<file path="src/rtl/core/idbe_pkg.sv">
package idbe_pkg;

  // fixed field widths of the ports
  localparam int WORD_W  = 32;
  localparam int POS_W   = 8;
  localparam int CODE_W  = 10;
  localparam int LEN_W   = 4;
  localparam int OFFS_W  = 16;
  localparam int BYTES_W = 14;

  // code lengths in bits
  localparam logic [LEN_W-1:0] CHANGE_LEN = 4'd10;
  localparam logic [LEN_W-1:0] END_LEN    = 4'd1;

  // depth of the queue between front and back
  localparam int QUEUE_DEPTH = 2;

  // one classified frame waiting for the back part
  typedef struct packed {
    logic [WORD_W-1:0] cur;
    logic [WORD_W-1:0] diff;
    logic              start;
    logic              last;
  } entry_t;

  // queue status seen by front and back
  typedef struct packed {
    logic empty;
    logic full;
  } queue_status_t;

endpackage

</file>
<file path="src/rtl/core/idbe_front.sv">
module idbe_front #(
  parameter int WORD_BITS = 32
) (
  input  logic                        clk,
  input  logic                        rst,
  input  logic                        in_valid,
  output logic                        in_stall,
  input  logic [idbe_pkg::WORD_W-1:0] frame_inputs,
  input  logic                        start_of_message,
  input  logic [idbe_pkg::WORD_W-1:0] reference_inputs,
  input  logic                        end_of_message,
  input  idbe_pkg::queue_status_t     q_status,
  output logic                        q_push,
  output idbe_pkg::entry_t            q_entry
);

  localparam logic [idbe_pkg::WORD_W:0] MASK_EXT =
    ((idbe_pkg::WORD_W+1)'(1) << WORD_BITS) - (idbe_pkg::WORD_W+1)'(1);
  localparam logic [idbe_pkg::WORD_W-1:0] WORD_MASK = MASK_EXT[idbe_pkg::WORD_W-1:0];

  logic [idbe_pkg::WORD_W-1:0] previous_word;
  logic [idbe_pkg::WORD_W-1:0] cur;
  logic [idbe_pkg::WORD_W-1:0] base;

  // accept while the queue has room
  assign in_stall = q_status.full;
  assign q_push   = in_valid && !q_status.full;

  // pick the base word and mark changed bits
  always_comb begin
    cur  = frame_inputs & WORD_MASK;
    base = start_of_message ? (reference_inputs & WORD_MASK) : previous_word;
    q_entry.cur   = cur;
    q_entry.diff  = cur ^ base;
    q_entry.start = start_of_message;
    q_entry.last  = end_of_message;
  end

  // last accepted word
  always_ff @(posedge clk) begin
    if (rst) begin
      previous_word <= '0;
    end else if (q_push) begin
      previous_word <= cur;
    end
  end

endmodule

</file>
<file path="src/rtl/core/idbe_queue.sv">
module idbe_queue (
  input  logic                    clk,
  input  logic                    rst,
  input  logic                    push,
  input  idbe_pkg::entry_t        push_entry,
  input  logic                    pop,
  output idbe_pkg::entry_t        head,
  output idbe_pkg::queue_status_t status
);

  localparam int PTR_W = $clog2(idbe_pkg::QUEUE_DEPTH);
  localparam int CNT_W = $clog2(idbe_pkg::QUEUE_DEPTH + 1);

  idbe_pkg::entry_t slots [idbe_pkg::QUEUE_DEPTH];
  logic [PTR_W-1:0] wr_ptr;
  logic [PTR_W-1:0] rd_ptr;
  logic [CNT_W-1:0] count;
  logic             do_push;
  logic             do_pop;

  assign status.empty = (count == '0);
  assign status.full  = (count == CNT_W'(idbe_pkg::QUEUE_DEPTH));
  assign do_push      = push && !status.full;
  assign do_pop       = pop && !status.empty;
  assign head         = slots[rd_ptr];

  // entry storage
  always_ff @(posedge clk) begin
    if (do_push) begin
      slots[wr_ptr] <= push_entry;
    end
  end

  // pointers and fill count
  always_ff @(posedge clk) begin
    if (rst) begin
      wr_ptr <= '0;
      rd_ptr <= '0;
      count  <= '0;
    end else begin
      if (do_push) begin
        wr_ptr <= (wr_ptr == PTR_W'(idbe_pkg::QUEUE_DEPTH - 1)) ? '0 : wr_ptr + 1'b1;
      end
      if (do_pop) begin
        rd_ptr <= (rd_ptr == PTR_W'(idbe_pkg::QUEUE_DEPTH - 1)) ? '0 : rd_ptr + 1'b1;
      end
      unique case ({do_push, do_pop})
        2'b10:   count <= count + 1'b1;
        2'b01:   count <= count - 1'b1;
        default: count <= count;
      endcase
    end
  end

endmodule

</file>
<file path="src/rtl/core/idbe_back.sv">
module idbe_back #(
  parameter int WORD_BITS = 32
) (
  input  logic                         clk,
  input  logic                         rst,
  input  idbe_pkg::queue_status_t      q_status,
  input  idbe_pkg::entry_t             q_head,
  output logic                         q_pop,
  output logic                         out_valid,
  input  logic                         out_stall,
  output logic [idbe_pkg::CODE_W-1:0]  code_value,
  output logic [idbe_pkg::LEN_W-1:0]   code_length,
  output logic [idbe_pkg::OFFS_W-1:0]  bit_offset,
  output logic                         frame_done,
  output logic [idbe_pkg::OFFS_W-1:0]  message_bits,
  output logic [idbe_pkg::BYTES_W-1:0] message_bytes
);

  localparam int CNT_W = $clog2(WORD_BITS + 1);

  typedef enum logic [2:0] {
    S_IDLE = 3'b001,
    S_SCAN = 3'b010,
    S_END  = 3'b100
  } state_t;

  state_t                        state, state_next;
  logic [CNT_W-1:0]              pos, pos_next;
  logic [idbe_pkg::WORD_W-1:0]   cur_sh, cur_sh_next;
  logic [idbe_pkg::WORD_W-1:0]   diff_sh, diff_sh_next;
  logic                          last_flag, last_flag_next;
  logic [idbe_pkg::OFFS_W-1:0]   bit_counter, bit_counter_next;

  logic                          out_valid_next;
  logic [idbe_pkg::CODE_W-1:0]   code_value_next;
  logic [idbe_pkg::LEN_W-1:0]    code_length_next;
  logic [idbe_pkg::OFFS_W-1:0]   bit_offset_next;
  logic                          frame_done_next;
  logic [idbe_pkg::OFFS_W-1:0]   message_bits_next;
  logic [idbe_pkg::BYTES_W-1:0]  message_bytes_next;

  logic                          out_free;
  logic                          load;
  logic [idbe_pkg::OFFS_W-1:0]   end_total;
  logic [idbe_pkg::OFFS_W:0]     bytes_sum;

  assign out_free  = !out_valid || !out_stall;
  assign end_total = bit_counter + idbe_pkg::OFFS_W'(idbe_pkg::END_LEN);
  assign bytes_sum = {1'b0, end_total} + (idbe_pkg::OFFS_W+1)'(7);

  // sequencer: one bit position per cycle unless a changed bit meets a stalled output, then the end marker
  always_comb begin
    state_next         = state;
    pos_next           = pos;
    cur_sh_next        = cur_sh;
    diff_sh_next       = diff_sh;
    last_flag_next     = last_flag;
    bit_counter_next   = bit_counter;
    out_valid_next     = out_valid && out_stall;
    code_value_next    = code_value;
    code_length_next   = code_length;
    bit_offset_next    = bit_offset;
    frame_done_next    = frame_done;
    message_bits_next  = message_bits;
    message_bytes_next = message_bytes;
    load               = 1'b0;

    unique case (state)
      S_IDLE: begin
        load = !q_status.empty;
      end
      S_SCAN: begin
        if (!diff_sh[0] || out_free) begin
          if (diff_sh[0]) begin
            out_valid_next     = 1'b1;
            code_value_next    = {{(idbe_pkg::POS_W-CNT_W){1'b0}}, pos, cur_sh[0], 1'b1};
            code_length_next   = idbe_pkg::CHANGE_LEN;
            bit_offset_next    = bit_counter;
            frame_done_next    = 1'b0;
            message_bits_next  = '0;
            message_bytes_next = '0;
            bit_counter_next   = bit_counter + idbe_pkg::OFFS_W'(idbe_pkg::CHANGE_LEN);
          end
          cur_sh_next  = cur_sh >> 1;
          diff_sh_next = diff_sh >> 1;
          pos_next     = pos + 1'b1;
          if (pos == CNT_W'(WORD_BITS - 1)) begin
            state_next = S_END;
          end
        end
      end
      S_END: begin
        if (out_free) begin
          out_valid_next     = 1'b1;
          code_value_next    = '0;
          code_length_next   = idbe_pkg::END_LEN;
          bit_offset_next    = bit_counter;
          frame_done_next    = 1'b1;
          message_bits_next  = last_flag ? end_total : '0;
          message_bytes_next = last_flag ? bytes_sum[idbe_pkg::OFFS_W:3] : '0;
          bit_counter_next   = end_total;
          load               = !q_status.empty;
          if (q_status.empty) begin
            state_next = S_IDLE;
          end
        end
      end
      default: begin
        state_next = S_IDLE;
      end
    endcase

    // take the next frame from the queue
    if (load) begin
      state_next     = S_SCAN;
      pos_next       = '0;
      cur_sh_next    = q_head.cur;
      diff_sh_next   = q_head.diff;
      last_flag_next = q_head.last;
      if (q_head.start) begin
        bit_counter_next = '0;
      end
    end
  end

  assign q_pop = load;

  // control registers
  always_ff @(posedge clk) begin
    if (rst) begin
      state       <= S_IDLE;
      pos         <= '0;
      bit_counter <= '0;
      out_valid   <= 1'b0;
    end else begin
      state       <= state_next;
      pos         <= pos_next;
      bit_counter <= bit_counter_next;
      out_valid   <= out_valid_next;
    end
  end

  // work and output payload registers
  always_ff @(posedge clk) begin
    cur_sh        <= cur_sh_next;
    diff_sh       <= diff_sh_next;
    last_flag     <= last_flag_next;
    code_value    <= code_value_next;
    code_length   <= code_length_next;
    bit_offset    <= bit_offset_next;
    frame_done    <= frame_done_next;
    message_bits  <= message_bits_next;
    message_bytes <= message_bytes_next;
  end

endmodule

</file>
<file path="src/rtl/core/input_delta_bit_encoder.sv">
// channel | direction | handshake          | payload
// in      | input     | in_valid/in_stall   | frame_inputs, start_of_message,
//         |           |                     | reference_inputs, end_of_message
// out     | output    | out_valid/out_stall | code_value, code_length, bit_offset,
//         |           |                     | frame_done, message_bits, message_bytes
//
// the back part scans an item one bit position per cycle, unless a changed bit meets a
// stalled output, and then emits the end code
// the scan sequencer sets the rate; a two-entry queue lets the front take items meanwhile
// a stalled output holds the scan at the next changed bit; unchanged bits still advance
// synchronous reset clears the previous word, the bit counter, the queue and out_valid
module input_delta_bit_encoder #(
  parameter int INPUT_BITS = 32
) (
  input  logic                         clk,
  input  logic                         rst,
  input  logic                         in_valid,
  output logic                         in_stall,
  input  logic [idbe_pkg::WORD_W-1:0]  frame_inputs,
  input  logic                         start_of_message,
  input  logic [idbe_pkg::WORD_W-1:0]  reference_inputs,
  input  logic                         end_of_message,
  output logic                         out_valid,
  input  logic                         out_stall,
  output logic [idbe_pkg::CODE_W-1:0]  code_value,
  output logic [idbe_pkg::LEN_W-1:0]   code_length,
  output logic [idbe_pkg::OFFS_W-1:0]  bit_offset,
  output logic                         frame_done,
  output logic [idbe_pkg::OFFS_W-1:0]  message_bits,
  output logic [idbe_pkg::BYTES_W-1:0] message_bytes
);

  // only the low 32 bits of a frame reach the ports
  localparam int WORD_BITS = (INPUT_BITS < idbe_pkg::WORD_W) ? INPUT_BITS : idbe_pkg::WORD_W;

  idbe_pkg::queue_status_t q_status;
  idbe_pkg::entry_t        q_entry;
  idbe_pkg::entry_t        q_head;
  logic                    q_push;
  logic                    q_pop;

  // front: classify against the base word
  idbe_front #(
    .WORD_BITS(WORD_BITS)
  ) u_front (
    .clk              (clk),
    .rst              (rst),
    .in_valid         (in_valid),
    .in_stall         (in_stall),
    .frame_inputs     (frame_inputs),
    .start_of_message (start_of_message),
    .reference_inputs (reference_inputs),
    .end_of_message   (end_of_message),
    .q_status         (q_status),
    .q_push           (q_push),
    .q_entry          (q_entry)
  );

  // queue between front and back
  idbe_queue u_queue (
    .clk        (clk),
    .rst        (rst),
    .push       (q_push),
    .push_entry (q_entry),
    .pop        (q_pop),
    .head       (q_head),
    .status     (q_status)
  );

  // back: emit codes and track the bit offset
  idbe_back #(
    .WORD_BITS(WORD_BITS)
  ) u_back (
    .clk           (clk),
    .rst           (rst),
    .q_status      (q_status),
    .q_head        (q_head),
    .q_pop         (q_pop),
    .out_valid     (out_valid),
    .out_stall     (out_stall),
    .code_value    (code_value),
    .code_length   (code_length),
    .bit_offset    (bit_offset),
    .frame_done    (frame_done),
    .message_bits  (message_bits),
    .message_bytes (message_bytes)
  );

endmodule

</file>
<file path="config.mk">
export PLATFORM = sky130hd
export DESIGN_NAME = input_delta_bit_encoder
export DESIGN_NICKNAME = d
export VERILOG_FILES = /design/src/rtl/core/idbe_pkg.sv /design/src/rtl/core/idbe_front.sv /design/src/rtl/core/idbe_queue.sv /design/src/rtl/core/idbe_back.sv /design/src/rtl/core/input_delta_bit_encoder.sv
export SDC_FILE = /design/constraint.sdc
export NUM_CORES = 1
export LEC_CHECK = 0
export ABC_AREA = 0
export ABC_CLOCK_PERIOD_IN_PS = 9750
export BUFFER_PORTS_ARGS = -buffer_cell sky130_fd_sc_hd__buf_2
export CAP_MARGIN = 20
export CORE_UTILIZATION = 60
export DETAILED_ROUTE_END_ITERATION = 16
export GPL_ROUTABILITY_DRIVEN = 0
export PLACE_DENSITY = 0.85
export SYNTH_ARGS = -nofsm -noshare
export SYNTH_HDL_FRONTEND = slang
export SYNTH_SLANG_ARGS = --single-unit
</file>
<file path="constraint.sdc">
create_clock -name clk -period 9.75 [get_ports clk]
set_clock_uncertainty 0.1 [all_clocks]
set_input_delay 0.4875 -clock clk [delete_from_list [all_inputs] [get_ports clk]]
set_output_delay 0.4875 -clock clk [all_outputs]
set_load 0.05 [all_outputs]
</file>
==> summary.md <==
| Metric | Value |
|---|---|
| Status | `finished clean` |
| Remaining DRCs | `0` |
| CTS sink cnt | `about 320` |
| Critical Path, Cell by Cell | `and2_1 > nor2_1 > mux2i_1 > nor3_2 > buf_4 > buf_4 > ha_1 > or3_1 > a21oi_1` |
| H-tree levels | `1` |
| Max-slew headroom | `35.0%` |
| Setup CP Type | `reg2reg` |
| Crit-path max FO | `between 70 and 80` |
| Critical path capture point type | `flip-flop` |
| Vias in the first global route | `about 8000` |
| DRT Wirelength | `25500 um` |
| First-pass DRT Iterations | `5` |
| GRT Total Usage | `22.8%` |
| Antenna violations before repair | `1` |
| Reg2Reg Depth | `9` |
| Worst skew pair latency | `0.55 ns` |
| CTS Buf Count | `30` |
| Req. time, crit path | `roughly 10 ns` |
| WHS Path Cells | `1` |
| Cells after Synth | `between 1000 and 1500` |
| Crit start category | `flip-flop` |
| Core area | `roughly 21000 um2` |
| CTS Root Cell | `clkbuf_16` |
| Rows | `between 50 and 60` |
| Die ar. | `around 22000 um2` |
| Peak supply drop | `roughly 0.00017 V` |
| Starting Density | `roughly three fifths` |
| Post-Syn Area | `between 10000 and 15000 um2` |
| Core Util, Final | `between 70% and 80%` |
| Die width | `~150 um` |
| Synthesis Warnings | `0` |
| Final-report hold violation count | `0` |
| Final worst path period share | `between 30% and 40%` |
| EDFF count, synth | `about 250` |
| Total grt overflow | `0` |
| Fin Hold WS | `~0.034 ns` |
| Postcts setup bufs | `0` |
| Multi-input gate area | `slightly below 4000 um2` |
| Crit path DAT | `3.77 ns` |
| Largest net degree at the start of global routing | `78` |
| Dpl hpwl | `around 15000 um` |
| Hold Crit Class | `in2reg` |
| Leak | `about 5.1 nW` |
| Fillers | `around 1400` |
| Die Height | `between 100 and 150 um` |
| Finish-stage setup viols | `0` |
| Post-route ant nets | `0` |
| I/O pin count | `133` |
| Slowest CP cell | `buf_4` |
| Layout area overhead | `14.4%` |
| Total negative setup slack | `0 ns` |
| Routed len/inst | `18.1 um` |
| Sequential cell area | `8860 um2` |
| Fmax | `roughly 0.3 GHz` |
| Nets@finish | `about 1200` |
| Most frequent cell on the critical path | `buf_4` |
| Primary FF master, synth | `edfxtp_1` |
| Unrepaired setup endpoints after global routing | `false` |
| FFs w/ async S/R, synth | `0%` |
| Final min period | `around 3.4 ns` |
| Clock slew at reported path FFs | `about 0.06 ns` |
| Post-synth cell types | `between 50 and 60` |
| Critical Path Max Stage Delay | `~0.7 ns` |
| Seq cells post-synth | `about 320` |
| First-pass GRT wire length | `39500 um` |
| DR vias | `approximately 8100` |
| Power Density | `around 270 nW/um2` |
| CTS tree | `built` |
| Slew @ Worst Pin | `~1 ns` |
| DRT iter0 DRCs | `between 600 and 700` |
| Max Cap Viol | `0` |
| Syn Area/Cell | `between 10 and 15 um2` |
| Vias per cell | `approximately 5.7` |
| Slew Viols, Final | `0` |
| Clock Path Buffers | `3` |
| Sequential share of the synthesized area | `67.9%` |
| Post-CTS Resized | `0` |
| Hold_buf cts | `0` |
| Port-buffer cells | `around 130` |
| Layout cells sized above 1 | `17.8%` |
## where the power goes
part           total, W  leakage [nW]  switching (W)  internal (W)
logic          0.000876          1.81       0.000611      0.000265
registers       0.00199          2.80       0.000113       0.00188
clock network   0.00121         0.514       0.000475      0.000730
## stage by stage
step | power (W) | std cells | cell area [um2] | worst slack [ns]
after floorplan | 0.00264 | 1003 | 13000 | 5.12
after global placement | 0.00282 | 1356 | 13900 | 6.30
after detailed placement | 0.00287 | 1356 | 13900 | 6.20
after CTS | 0.00409 | 1412 | 14900 | 6.36
after global routing | 0.00426 | 1413 | 14900 | 6.18
final | 0.00408 | 1414 | 14900 | 6.36
## sequential cells by signal, indices dropped and copies added, names as in the netlist, named ones only
signal,flops
u_queue.wr_ptr,1
u_queue.count,2
u_back.last_flag,1
u_back.message_bytes,14
u_back.state,3
u_back.bit_counter,16
u_queue.rd_ptr,1
u_back.cur_sh,32
u_back.code_value,8
u_back.out_valid,1
u_back.bit_offset,16
u_back.pos,6
u_front.previous_word,32
u_back.diff_sh,32
u_back.message_bits,16
u_queue.slots,132
u_back.code_length,2
## cell families after synthesis
family          after synthesis  share of synthesized area, %
xor+xnor                     73                          4.90
simple gates                284                          9.99
fa+ha+maj                     5                         0.480
mux                         103                          7.94
flops                       316                          67.9
other cells                   1                        0.0288
buf+inv                      69                          2.29
compound gates              150                          6.43
## cell usage after synthesis (all sizes together) (6+ instances only)
cell type	count	area, um2
xnor2	56	490
o21ai	10	50.1
nor4	10	75.1
a21oi	110	551
xor2	17	149
edfxtp	253	7600
clkbuf	41	154
and2	11	68.8
nand2	89	334
or3	6	37.5
nor2	112	420
nand4	9	77.6
dfxtp	63	1260
mux2i	100	1000
nor3	19	95.1
buf	22	123
nand3	8	45.0
## path summary, 6_finish.rpt
| kind | startpoint | endpoint | slack, ns |
|---|---|---|---|
| max | u_back.out_valid | u_queue.count[1] | 6.36 |
| max reg2reg | u_back.out_valid | u_queue.count[1] | 6.36 |
| min reg2reg | u_front.previous_word[21] | u_front.previous_word[21] | 0.35 |
| min | end_of_message | u_queue.slots[0][0] | 0.03 |
## worst max-delay path, delay by kind of cell (launching register included)
family | cells | cell delay [ns]
fa+ha+maj | 1 | 0.40
simple gates | 4 | 0.95
flops | 1 | 0.33
compound gates | 1 | 0.14
buf+inv | 2 | 1.23
mux | 1 | 0.17
## cells in the final DEF, fill, tap and decap left out, types with 4 or more instances in the layout
| cell | Yosys | routed |
|---|---|---|
| clkbuf_1 | 41 | 9 |
| o21ai_0 | 10 | 10 |
| a21oi_1 | 110 | 110 |
| xnor2_1 | 56 | 56 |
| xor2_1 | 17 | 17 |
| and2_1 | 11 | 11 |
| mux2i_1 | 100 | 100 |
| clkbuf_16 | 0 | 33 |
| dfxtp_1 | 63 | 62 |
| clkbuf_8 | 0 | 5 |
| nand2b_1 | 4 | 4 |
| nand3_1 | 7 | 7 |
| or3_1 | 6 | 6 |
| clkinv_2 | 0 | 4 |
| nand2_1 | 89 | 88 |
| nor4_1 | 8 | 8 |
| buf_4 | 9 | 12 |
| ha_1 | 5 | 5 |
| nand4_1 | 7 | 7 |
| buf_2 | 5 | 129 |
| nor2_1 | 112 | 111 |
| edfxtp_1 | 253 | 253 |
| nor3_1 | 19 | 18 |
| inv_1 | 5 | 5 |
## layout make-up
type	instances	area share (%)
timing repair buffer	141	4.93
clock buffer	47	6.22
tap	275	2.31
clock inverter	9	0.788
sequential	316	59.4
inverter	6	0.151
antenna	2	0.0335
multi-input combinational	618	26.2
## metal layers
layer / vias up / wire length, um / global-route usage (%)
met1: 3879 / 10600 / 29.5
met5: - / 0 / 0
li1: 3856 / - / -
met2: 282 / 12900 / 39.5
met4: 0 / 642 / 7.86
met3: 50 / 1360 / 3.23
(Power assumes the default switching activity.)
